### src/dfe_pkg.sv
`default_nettype none

package dfe_pkg;

  localparam int unsigned MaxFrame   = 64;
  localparam int unsigned MaxTerm    = 8;
  localparam int unsigned StoreDepth = MaxFrame + MaxTerm;
  localparam int unsigned AddrW      = $clog2(StoreDepth);
  localparam int unsigned CountW     = $clog2(StoreDepth + 1);
  localparam int unsigned TermLenW   = 4;
  localparam int unsigned MaxLenW    = 7;

  typedef enum logic [1:0] {
    CFG_FRAME_MODE = 2'd0,
    CFG_TERM_LEN   = 2'd1,
    CFG_TERM_BYTES = 2'd2,
    CFG_MAX_BYTES  = 2'd3
  } cfg_idx_e;

  typedef enum logic [1:0] {
    FS_PAYLOAD = 2'd0,
    FS_EMPTY   = 2'd1,
    FS_FAIL    = 2'd2
  } frame_status_e;

  typedef enum logic {
    MODE_FIXED = 1'b0,
    MODE_TERM  = 1'b1
  } frame_mode_e;

  typedef struct packed {
    logic          last;
    frame_status_e status;
    logic          from_mem;
  } stage_t;

  // last k received bytes (newest in bits 7:0) equal the first k terminator bytes
  function automatic logic prefix_match(logic [63:0] recent, logic [63:0] term,
                                        logic [TermLenW-1:0] k);
    logic       ok;
    logic [2:0] tidx;
    ok = 1'b1;
    for (int j = 0; j < MaxTerm; j++) begin
      tidx = 3'(k - TermLenW'(j) - TermLenW'(1));
      if (TermLenW'(j) < k) begin
        if (recent[8*j +: 8] != term[8*tidx +: 8]) begin
          ok = 1'b0;
        end
      end
    end
    return ok;
  endfunction

endpackage

`default_nettype wire

### src/delimited_frame_extractor.sv
// path: a single result (empty frame or failure) goes from stage s1 into the output register,
// a payload frame's bytes are read from the frame store into s1, then into the output register
// throughput: one byte per cycle while collecting a frame with s1 empty; payload bytes stream out
// one per cycle unless the output stalls, limited by the store's single read port, input stalled meanwhile
// reset: async active low, clears config to defaults, count, history and valids;
// the frame store is not cleared and needs no clearing pass
`default_nettype none

module delimited_frame_extractor (
  input  wire logic        clk_i,
  input  wire logic        rst_ni,
  input  wire logic        s_axis_tvalid_i,
  output logic             s_axis_tready_o,
  input  wire logic [7:0]  s_axis_tdata_i,  // rx_byte [7:0]
  output logic             m_axis_tvalid_o,
  input  wire logic        m_axis_tready_i,
  output logic [7:0]       m_axis_tdata_o,  // payload_byte [7:0]
  output logic             m_axis_tlast_o,
  output logic [1:0]       m_axis_tuser_o,  // frame_status [1:0]
  input  wire logic        cfg_valid_i,
  output logic             cfg_ready_o,
  input  wire logic [1:0]  cfg_index_i,
  input  wire logic [63:0] cfg_data_i
);

  localparam int unsigned AW = dfe_pkg::AddrW;
  localparam int unsigned CW = dfe_pkg::CountW;
  localparam int unsigned TW = dfe_pkg::TermLenW;
  localparam int unsigned MW = dfe_pkg::MaxLenW;

  // configuration
  dfe_pkg::frame_mode_e mode_q;
  logic [TW-1:0]        term_len_q;
  logic [63:0]          term_bytes_q;
  logic [MW-1:0]        max_bytes_q;

  logic cfg_acc;
  assign cfg_ready_o = 1'b1;
  assign cfg_acc     = cfg_valid_i & cfg_ready_o;

  always_ff @(posedge clk_i or negedge rst_ni) begin
    if (!rst_ni) begin
      mode_q       <= dfe_pkg::MODE_TERM;
      term_len_q   <= TW'(2);
      term_bytes_q <= 64'h0A0D;
      max_bytes_q  <= MW'(dfe_pkg::MaxFrame);
    end else if (cfg_acc) begin
      unique case (dfe_pkg::cfg_idx_e'(cfg_index_i))
        dfe_pkg::CFG_FRAME_MODE: mode_q <= dfe_pkg::frame_mode_e'(cfg_data_i[0]);
        dfe_pkg::CFG_TERM_LEN:   term_len_q <= cfg_data_i[TW-1:0];
        dfe_pkg::CFG_TERM_BYTES: term_bytes_q <= cfg_data_i;
        dfe_pkg::CFG_MAX_BYTES:  max_bytes_q <= cfg_data_i[MW-1:0];
        default: ;
      endcase
    end
  end

  logic [TW-1:0] tl_eff;
  logic [MW-1:0] mx_eff;

  always_comb begin
    tl_eff = term_len_q;
    if (term_len_q == '0) begin
      tl_eff = TW'(1);
    end else if (term_len_q > TW'(dfe_pkg::MaxTerm)) begin
      tl_eff = TW'(dfe_pkg::MaxTerm);
    end
    mx_eff = max_bytes_q;
    if (max_bytes_q == '0) begin
      mx_eff = MW'(1);
    end else if (max_bytes_q > MW'(dfe_pkg::MaxFrame)) begin
      mx_eff = MW'(dfe_pkg::MaxFrame);
    end
  end

  // frame state
  logic [CW-1:0] count_q, count_d;
  logic [63:0]   recent_q, recent_d;

  // emission control
  logic          emit_q, emit_d;
  logic [AW-1:0] rd_addr_q, rd_addr_d;
  logic [AW-1:0] emit_end_q, emit_end_d;

  // stage after the memory read, then the output register
  logic            s1_valid_q, s1_valid_d;
  dfe_pkg::stage_t s1_q, s1_d;
  logic [7:0]      rd_data_q;
  logic            out_valid_q;
  logic [7:0]      out_data_q;
  logic            out_last_q;
  logic [1:0]      out_status_q;

  logic in_acc, adv, rd_en;
  assign s_axis_tready_o = !emit_q && !s1_valid_q;
  assign in_acc          = s_axis_tvalid_i & s_axis_tready_o;
  assign adv             = !out_valid_q || m_axis_tready_i;
  assign rd_en           = emit_q && (!s1_valid_q || adv);

  // per-item decision
  logic [CW-1:0] count_pre, len, pos, excess;
  logic [63:0]   recent_pre, recent_new;
  logic          do_emit, do_single;
  logic [CW-1:0] emit_n;
  dfe_pkg::frame_status_e single_status;

  always_comb begin
    if (count_q >= CW'(dfe_pkg::StoreDepth)) begin
      count_pre  = '0;
      recent_pre = '0;
    end else begin
      count_pre  = count_q;
      recent_pre = recent_q;
    end
    len           = count_pre + CW'(1);
    recent_new    = {recent_pre[55:0], s_axis_tdata_i};
    pos           = len - CW'(tl_eff);
    excess        = len - CW'(mx_eff);
    do_emit       = 1'b0;
    do_single     = 1'b0;
    emit_n        = CW'(mx_eff);
    single_status = dfe_pkg::FS_FAIL;
    if (mode_q == dfe_pkg::MODE_FIXED) begin
      if (len >= CW'(mx_eff)) begin
        do_emit = 1'b1;
      end
    end else if (len >= CW'(tl_eff)) begin
      if (dfe_pkg::prefix_match(recent_new, term_bytes_q, tl_eff)) begin
        if (pos > CW'(mx_eff)) begin
          do_single = 1'b1;
        end else if (pos == '0) begin
          do_single     = 1'b1;
          single_status = dfe_pkg::FS_EMPTY;
        end else begin
          do_emit = 1'b1;
          emit_n  = pos;
        end
      end else if (len > CW'(mx_eff)) begin
        if (excess > CW'(tl_eff)) begin
          do_single = 1'b1;
        end else if (!dfe_pkg::prefix_match(recent_new, term_bytes_q, excess[TW-1:0])) begin
          do_single = 1'b1;
        end
      end
    end
  end

  always_comb begin
    count_d    = count_q;
    recent_d   = recent_q;
    emit_d     = emit_q;
    rd_addr_d  = rd_addr_q;
    emit_end_d = emit_end_q;
    s1_valid_d = s1_valid_q;
    s1_d       = s1_q;
    if (s1_valid_q && adv) begin
      s1_valid_d = 1'b0;
    end
    if (in_acc) begin
      if (do_emit || do_single) begin
        count_d  = '0;
        recent_d = '0;
      end else begin
        count_d  = len;
        recent_d = recent_new;
      end
      if (do_emit) begin
        emit_d     = 1'b1;
        rd_addr_d  = '0;
        emit_end_d = AW'(emit_n - CW'(1));
      end
      if (do_single) begin
        s1_valid_d = 1'b1;
        s1_d       = '{last: 1'b1, status: single_status, from_mem: 1'b0};
      end
    end
    if (rd_en) begin
      s1_valid_d = 1'b1;
      s1_d       = '{last: rd_addr_q == emit_end_q, status: dfe_pkg::FS_PAYLOAD,
                     from_mem: 1'b1};
      rd_addr_d  = rd_addr_q + AW'(1);
      if (rd_addr_q == emit_end_q) begin
        emit_d = 1'b0;
      end
    end
  end

  always_ff @(posedge clk_i or negedge rst_ni) begin
    if (!rst_ni) begin
      count_q     <= '0;
      recent_q    <= '0;
      emit_q      <= 1'b0;
      rd_addr_q   <= '0;
      emit_end_q  <= '0;
      s1_valid_q  <= 1'b0;
      s1_q        <= '{last: 1'b0, status: dfe_pkg::FS_PAYLOAD, from_mem: 1'b0};
      out_valid_q <= 1'b0;
    end else begin
      count_q    <= count_d;
      recent_q   <= recent_d;
      emit_q     <= emit_d;
      rd_addr_q  <= rd_addr_d;
      emit_end_q <= emit_end_d;
      s1_valid_q <= s1_valid_d;
      s1_q       <= s1_d;
      if (adv) begin
        out_valid_q <= s1_valid_q;
      end
    end
  end

  always_ff @(posedge clk_i) begin
    if (adv && s1_valid_q) begin
      out_data_q   <= s1_q.from_mem ? rd_data_q : 8'h00;
      out_last_q   <= s1_q.last;
      out_status_q <= s1_q.status;
    end
  end

  // frame store
  logic [7:0] frame_store [dfe_pkg::StoreDepth];

  always_ff @(posedge clk_i) begin
    if (in_acc) begin
      frame_store[count_pre[AW-1:0]] <= s_axis_tdata_i;
    end
    if (rd_en) begin
      rd_data_q <= frame_store[rd_addr_q];
    end
  end

  assign m_axis_tvalid_o = out_valid_q;
  assign m_axis_tdata_o  = out_data_q;
  assign m_axis_tlast_o  = out_last_q;
  assign m_axis_tuser_o  = out_status_q;

  a_count_range: assert property (@(posedge clk_i) disable iff (!rst_ni)
    count_q <= CW'(dfe_pkg::StoreDepth))
    else $error("byte count beyond store depth");

  a_read_in_frame: assert property (@(posedge clk_i) disable iff (!rst_ni)
    rd_en |-> rd_addr_q <= emit_end_q)
    else $error("read past end of frame");

  a_emit_starts: assert property (@(posedge clk_i) disable iff (!rst_ni)
    in_acc && do_emit |=> emit_q && rd_addr_q == '0)
    else $error("frame emission did not start");

  a_single_shape: assert property (@(posedge clk_i) disable iff (!rst_ni)
    m_axis_tvalid_o && m_axis_tuser_o != dfe_pkg::FS_PAYLOAD |->
      m_axis_tlast_o && m_axis_tdata_o == 8'h00)
    else $error("empty or failure item malformed");

endmodule

`default_nettype wire

### config.mk
export PLATFORM = sky130hd
export DESIGN_NAME = delimited_frame_extractor
export DESIGN_NICKNAME = d
export VERILOG_FILES = /design/src/dfe_pkg.sv /design/src/delimited_frame_extractor.sv
export SDC_FILE = /design/constraint.sdc
export NUM_CORES = 1
export LEC_CHECK = 0
export BUFFER_PORTS_ARGS = -buffer_cell sky130_fd_sc_hd__buf_4
export CAP_MARGIN = 25
export CORE_MARGIN = 10
export CORE_UTILIZATION = 50
export DETAILED_ROUTE_END_ITERATION = 16
export HOLD_SLACK_MARGIN = 0.02
export PLACE_DENSITY_LB_ADDON = 0.3
export SYNTH_ARGS = -nofsm -noshare
export SYNTH_HDL_FRONTEND = slang
export SYNTH_SLANG_ARGS = --single-unit
### constraint.sdc
create_clock -name clk_i -period 13.7 [get_ports clk_i]
set_input_delay 0.685 -clock clk_i [delete_from_list [all_inputs] [get_ports clk_i]]
set_output_delay 0.685 -clock clk_i [all_outputs]
set_load 0.005 [all_outputs]
======== After elaboration in Yosys (flattened, before gate mapping) ========
Memory sizes are Yosys's and may differ from the RTL's. A register that Yosys moved wholly into a read port is not among the register bits.
Cells that the tools add are included.
word-level totals
  register bits after elaboration ......... 171
  memory bits (writable) .................. 576
  input port bits ......................... 79
  output and inout port bits .............. 14
  word-level logic and storage cells ...... 248
  memories kept ........................... 1
cells by class
  add/subtract/negate cells ............... 33
  $lt $le $gt $ge ......................... 24
  equality and inequality tests ........... 20
  shift-type cells ........................ 16
  mux-type cells .......................... 113
  bitwise logic cells ..................... 1
  reduce and logical (&&, ||, !) cells .... 23
memory list
  memory       depth  width  rd ports  clocked after Yosys merged registers in  wr ports  line                              RTL
  frame_store  72     8      1         1                                        1         delimited_frame_extractor.sv:221  logic [7:0] frame_store [dfe_pkg::StoreDepth];
operator list
  kind                                                        count
  indexed part select 64 x 7 -> 8 bit                         16
  != test 8 bit                                               16
  2-to-1 mux 56 bit                                           2
  2-to-1 mux 1 bit                                            89
  2-to-1 mux 7 bit                                            12
  subtractor 3 x 1 -> 3 bit (second input constant)           16
  less-than comparator 3 x 4 -> 1 bit (first input constant)  8
  subtractor 3 bit (second input constant)                    8
  2-to-1 mux 4 bit                                            5
  less-than comparator 1 x 4 -> 1 bit (first input constant)  4
  less-than comparator 2 x 4 -> 1 bit (first input constant)  4
  adder 7 x 1 -> 7 bit (second input constant)                2
  > comparator 7 bit                                          2
  zero test 7 bit                                             2
  AND reduction 2 bit                                         7
  subtractor 3 x 2 -> 3 bit (second input constant)           4
  2-to-1 mux 2 bit                                            5
  equality test 7 bit                                         1
  >= comparator 7 x 4 -> 1 bit                                1
  >= comparator 7 bit                                         1
  >= comparator 7 bit (second input constant)                 1
  > comparator 7 x 4 -> 1 bit                                 1
  > comparator 7 bit (second input constant)                  1
  subtractor 7 x 1 -> 7 bit (second input constant)           1
  12 further kinds                                            21

======== Depth between registers and ports, before layout ========
  depth in word-level cells ............... 76
  mapped depth ............................ 31
  mapped depth without buffers ............ 26

======== Worst setup path before layout ========
Ideal clock, no wire load.
  kind .................................... flip-flop to flip-flop
  start point ............................. register count_q[6]
  end point ............................... register s1_q[3] in the netlist's numbering
  setup time .............................. 0.131 ns
  arrival ................................. 6.118 ns
  required time ........................... 13.569 ns
  setup slack ............................. 7.451 ns
  cell stages (with the launch flop) ...... 25
  buffers on the path ..................... 8
  clock period less this slack ............ 6.249 ns
  cell sequence ........................... dfrtp_1 buf_2 o31a_1 buf_2 clkbuf_1 clkbuf_1 clkbuf_1 clkbuf_1 clkbuf_1 nor2_1 ha_1 and2_1 a41oi_4 nand2_4 buf_2 o311ai_2 nand3_1 or4b_1 or4_1 a211oi_2 o221ai_1 a2111oi_2 or4b_4 a31oi_1 o21ai_1
between the ends
  cells in the longest elaborated chain, start to end .. 56
  elaborated cells on any way between the ends .. 129
  those cells by class .................... add/sub: 17; order compare: 13; eq/ne: 15; shift: 8; mux: 73; reduce/logical: 3
RTL lines
  what                                      line                              RTL
  start: declaration                        delimited_frame_extractor.sv:77   logic [CW-1:0] count_q, count_d;
  start signal: assignment                  delimited_frame_extractor.sv:199  count_q <= count_d;
  >= comparator 7 bit                       delimited_frame_extractor.sv:108  if (count_q >= CW'(dfe_pkg::StoreDepth)) begin
  2-to-1 mux 7 bit                          delimited_frame_extractor.sv:108
  adder 7 x 1 -> 7 bit                      delimited_frame_extractor.sv:115  len = count_pre + CW'(1);
  subtractor 7 bit                          delimited_frame_extractor.sv:118  excess = len - CW'(mx_eff);
  subtractor 3 x 1 -> 3 bit                 dfe_pkg.sv:44                     tidx = 3'(k - TermLenW'(j) - TermLenW'(1));
  indexed part select 64 x 7 -> 8 bit       dfe_pkg.sv:46                     if (recent[8*j +: 8] != term[8*tidx +: 8]) begin
  != test 8 bit                             dfe_pkg.sv:46
  2-to-1 mux 1 bit                          dfe_pkg.sv:46
  [40 not listed]                           -
  2-to-1 mux 1 bit                          delimited_frame_extractor.sv:141  end else if (!dfe_pkg::prefix_match(recent_new, term_bytes_q, excess[TW-1:0])) begin
  2-to-1 mux 1 bit                          delimited_frame_extractor.sv:139  if (excess > CW'(tl_eff)) begin
  2-to-1 mux 1 bit                          delimited_frame_extractor.sv:138  end else if (len > CW'(mx_eff)) begin
  2-to-1 mux 1 bit                          delimited_frame_extractor.sv:128  if (dfe_pkg::prefix_match(recent_new, term_bytes_q, tl_eff)) begin
  2-to-1 mux 1 bit (*)                      delimited_frame_extractor.sv:127  end else if (len >= CW'(tl_eff)) begin
  2-to-1 mux 1 bit (*)                      delimited_frame_extractor.sv:123  if (mode_q == dfe_pkg::MODE_FIXED) begin
  nonzero test 2 bit (no source line) (*)   -
  AND reduction 2 bit (no source line) (*)  -
  end signal: assignment                    delimited_frame_extractor.sv:196  s1_q <= '{last: 1'b0, status: dfe_pkg::FS_PAYLOAD, from_mem: 1'b0};
  end: declaration                          delimited_frame_extractor.sv:87   dfe_pkg::stage_t s1_q, s1_d;
Mark *: on every way between the ends. The rest lies on a longest branch, timed or not. The select of a mux whose other input is x is not followed.
A chain may end at the register's enable or synchronous reset.

======== Worst setup path after layout ========
  start point ............................. register max_bytes_q[6]
  end point ............................... register recent_q[42]
between the ends
  cells in the longest elaborated chain, start to end .. 56
  elaborated cells on any way between the ends .. 102
  those cells by class .................... add/sub: 15; order compare: 13; eq/ne: 8; shift: 8; mux: 56; reduce/logical: 2
RTL lines
  what                                 line                              RTL
  start: declaration                   delimited_frame_extractor.sv:35   logic [MW-1:0] max_bytes_q;
  start signal: assignment             delimited_frame_extractor.sv:46   max_bytes_q <= MW'(dfe_pkg::MaxFrame);
  start signal: assignment             delimited_frame_extractor.sv:52   dfe_pkg::CFG_MAX_BYTES: max_bytes_q <= cfg_data_i[MW-1:0];
  > comparator 7 bit                   delimited_frame_extractor.sv:71   end else if (max_bytes_q > MW'(dfe_pkg::MaxFrame)) begin
  2-to-1 mux 7 bit                     delimited_frame_extractor.sv:71
  2-to-1 mux 7 bit (*)                 delimited_frame_extractor.sv:69   if (max_bytes_q == '0) begin
  subtractor 7 bit                     delimited_frame_extractor.sv:118
  subtractor 3 x 1 -> 3 bit            dfe_pkg.sv:44
  indexed part select 64 x 7 -> 8 bit  dfe_pkg.sv:46
  != test 8 bit                        dfe_pkg.sv:46
  2-to-1 mux 1 bit                     dfe_pkg.sv:46
  [40 not listed]                      -
  2-to-1 mux 1 bit                     delimited_frame_extractor.sv:141
  2-to-1 mux 1 bit                     delimited_frame_extractor.sv:139
  2-to-1 mux 1 bit                     delimited_frame_extractor.sv:138
  2-to-1 mux 1 bit                     delimited_frame_extractor.sv:128
  2-to-1 mux 1 bit                     delimited_frame_extractor.sv:127
  2-to-1 mux 1 bit                     delimited_frame_extractor.sv:123
  logical OR 1 bit (*)                 delimited_frame_extractor.sv:160  if (do_emit || do_single) begin
  2-to-1 mux 56 bit (*)                delimited_frame_extractor.sv:160
  end signal: assignment               delimited_frame_extractor.sv:200  recent_q <= recent_d;
  end: declaration                     delimited_frame_extractor.sv:78   logic [63:0] recent_q, recent_d;
Marked as above.

==> results_dict.tcl <==
set metrics [dict create \
    status "finished clean" \
    rsz0062_at_grt "false" \
    core.rowCount 103 \
    postCtsSetupBuffers 0 \
    crit_type "reg -> reg" \
    cp_max_fo 49 \
    avgRoutedWirePerCell_um 34.47 \
    tns_ns 0 \
    ys_types 111 \
    yosysWarningCount 0 \
    final_common_cell "edfxtp_1" \
    avgSynthCellArea_um2 13.95 \
    mostFrequentLayoutCells "edfxtp_1 (595), mux4_2 (242), nor2_1 (186)" \
    setup_viol 0 \
    cts_tree "built" \
    syn_area_mm2 0.03972 \
    start_kind "flop" \
    postCtsHoldBufs 0 \
    num-nets-final 2967 \
    vias 27588 \
    drive_gt1_frac 0.2344 \
    rr_startpoint "max_bytes_q[6]" \
    clock_skew_ns 0.03783 \
    p_int_mw 6.313 \
    crit_required_ns 14.25 \
    dpl.cell_count 3829 \
    post_cts_resized 0 \
    post-dp-hpwl_um 93420 \
    synthTopCellsByArea "edfxtp_1 (45%), mux4_2 (14%), dfrtp_1 (9.6%)" \
    drc 0 \
    grt_max_degree 84 \
    dieArea_mm2 0.09111 \
    n_fill_cell 6303 \
    synthCells 2848 \
    via_per_inst 6.935 \
    yosysTopAreaCell "edfxtp_1" \
    ir_drop_uv 141.0 \
    max_slew.worst_pin.slew_ns 1.086 \
    start_util 0.5036 \
    yosysTopAreaCellShare 0.4499 \
    powerDensity_mw_per_mm2 257.7 \
    final-max-slew-violation-count 0 \
    dpl_cell_area_mm2 0.04125 \
    p_leak_nw 15.08 \
    final_cell_count_no_fill 3978 \
    fin_crit_sh 0.5821 \
    yosys_register_bits 755 \
    sequentialPowerShare 0.278 \
    numCtsBuffers 78 \
    rrSetupSlack_ns 5.72 \
    async_reset_ff_frac 0.2119 \
    fmax_mhz 125.4 \
    track_usage 0.2979 \
    synthFlopType "edfxtp_1" \
    r2r_cells 20 \
    antenna_found_initial 2 \
    io_pins 93 \
    p_clk_frac 0.186 \
    coreArea_mm2 0.07887 \
    fin_area_mm2 0.04382 \
    globalRoute.totalOverflow 0 \
    p_total_mw 11.29 \
    numClockSinks 755 \
    first_pass_iters 7 \
    ant_nets 0 \
    place_congestion 1.023 \
    port_buffers 91 \
    chipWidth_um 301.8 \
    finalHoldViolations 0 \
    die_y_um 301.8 \
    grt_pass1_vias 27171 \
    routed_wl_um 137100 \
    min_period_ns 7.975 \
    drv_cap 0 \
    hp-class "in -> async" \
    synth-edff-count 595 \
    cts_buffer_depth 3 \
    grt_pass1_wl_um 197100 \
    whs_ns 0.04403 \
    syn_nets 2953 \
    root_buffer "clkbuf_16" \
    drt_iter0_drc 3389 \
    path_clk_slew_ns 0.06 \
    sw_frac_of_total 0.4409 \
    relSlewSlack 0.2763 \
    area_growth_pct 10.33 \
    synth_seq_area_share 0.5509 \
    p_comb_frac 0.536 \
    reg2reg_to "recent_q[42]" \
    cts_max_level 3 \
    clk_latency_ns 0.65 \
    end_kind "flop" \
    switchingPower_mw 4.978 \
    arrival_ns 8.53 \
]
kinds of logic (layout without fill, tap and decap cells):
| group | after synthesis | after routing | synth area share |
|---|---|---|---|
| buffers and inverters | 267 | 346 | 0.02955 |
| muxes | 522 | 522 | 0.2115 |
| DFF | 755 | 755 | 0.5509 |
| other | 1 | 2 | 0.00009442 |
| AOI/OAI and AO/OA | 479 | 479 | 0.08786 |
| adders and majority gates | 27 | 27 | 0.008443 |
| and+or+nand+nor | 681 | 681 | 0.08496 |
| xor gates and xnor gates | 116 | 116 | 0.02665 |
final cells by class:
type	count	area [um2]	share of cell area
timing repair buffer	161	1230	0.02807
clock buffer	101	2079	0.04746
antenna	1	2.502	0.00005711
sequential	755	21890	0.4996
inverter	40	156.4	0.003569
tap	1050	1314	0.02998
multi-input combinational	1826	16690	0.3810
clock inverter	44	450.4	0.01028
how the worst max path moves through the flow:
stage                               from            end
after CTS                 max_bytes_q[6]   recent_q[42]
after global routing       term_len_q[2]  emit_end_q[6]
final                     max_bytes_q[6]   recent_q[42]
after floorplan               count_q[6]        s1_q[3]
after detailed placement  max_bytes_q[6]   recent_q[30]
after global placement    max_bytes_q[6]   recent_q[27]
sequential cells by signal, summed over array words and instances (netlist names), 2 cells and up:
| register | flops |
|---|---|
| frame_store | 576 |
| term_bytes_q | 64 |
| recent_q | 56 |
| m_axis_tdata_o | 8 |
| rd_data_q | 8 |
| count_q | 7 |
| emit_end_q | 7 |
| max_bytes_q | 7 |
| rd_addr_q | 7 |
| s1_q | 4 |
| term_len_q | 4 |
| m_axis_tuser_o | 2 |
power by group through the flow:
stage / sequential [mW] / clock [mW] / combinational [mW]
2_1_floorplan: 2.83 / 0 / 4.26
3_3_place_gp: 3.15 / 0 / 5.88
3_5_place_dp: 3.15 / 0 / 5.90
4_1_cts: 3.11 / 2.12 / 5.93
5_1_grt: 3.13 / 2.21 / 6.39
6_report: 3.14 / 2.10 / 6.06
cells in the mapped netlist, types with 10 or more instances:
master / number
nor4_1: 15
a22oi_1: 21
nor2_1: 186
nand4_1: 17
edfxtp_1: 595
a32o_1: 15
nand2b_1: 15
and3_1: 19
a22o_1: 52
nor2b_1: 10
mux2_2: 112
dfrtp_1: 152
xnor2_1: 62
or3_1: 15
inv_1: 33
or4_1: 12
o22ai_1: 34
nor3b_1: 10
o21ai_0: 94
nand3b_1: 15
clkbuf_1: 134
a31oi_1: 25
buf_1: 35
nand2_1: 149
o311ai_0: 13
xor2_1: 50
and2_1: 24
o211ai_1: 12
buf_4: 12
buf_2: 37
nand3_1: 107
a21oi_1: 65
mux2i_1: 166
mux4_2: 242
ha_1: 26
a211oi_1: 15
nor3_1: 49
worst max-delay path, stage by stage (launching register included):
cell and delay, ns:
dfstp_2 0.60, inv_2 0.12, a32oi_4 0.20, buf_4 0.64, inv_4 0.21, ha_2 0.27
inv_1 0.06, ha_1 0.50, ha_1 1.16, inv_1 0.37, and2_1 0.25, a41o_1 0.35
nand3_1 0.16, a31oi_1 0.10, a2111o_1 0.45, o32ai_1 0.54, a31oi_1 0.20, a2111oi_0 0.38
a21o_1 0.27, and2_1 0.77, a22o_1 0.24
through the flow:
step	util	worst slack [ns]
3_3_place_gp	0.5227	5.217
3_5_place_dp	0.5230	5.651
4_1_cts	0.5550	5.604
2_1_floorplan	-	7.451
5_1_grt	0.5556	5.342
6_report	0.5556	5.725
routing by layer:
| layer | GRT usage | wire, um |
|---|---|---|
| met3 | 0.06369 | 12470 |
| met5 | 0 | 0 |
| met2 | 0.4713 | 64240 |
| met4 | 0.1686 | 9064 |
| met1 | 0.3795 | 51360 |
No activity file was read; power rests on OpenSTA's default activity.
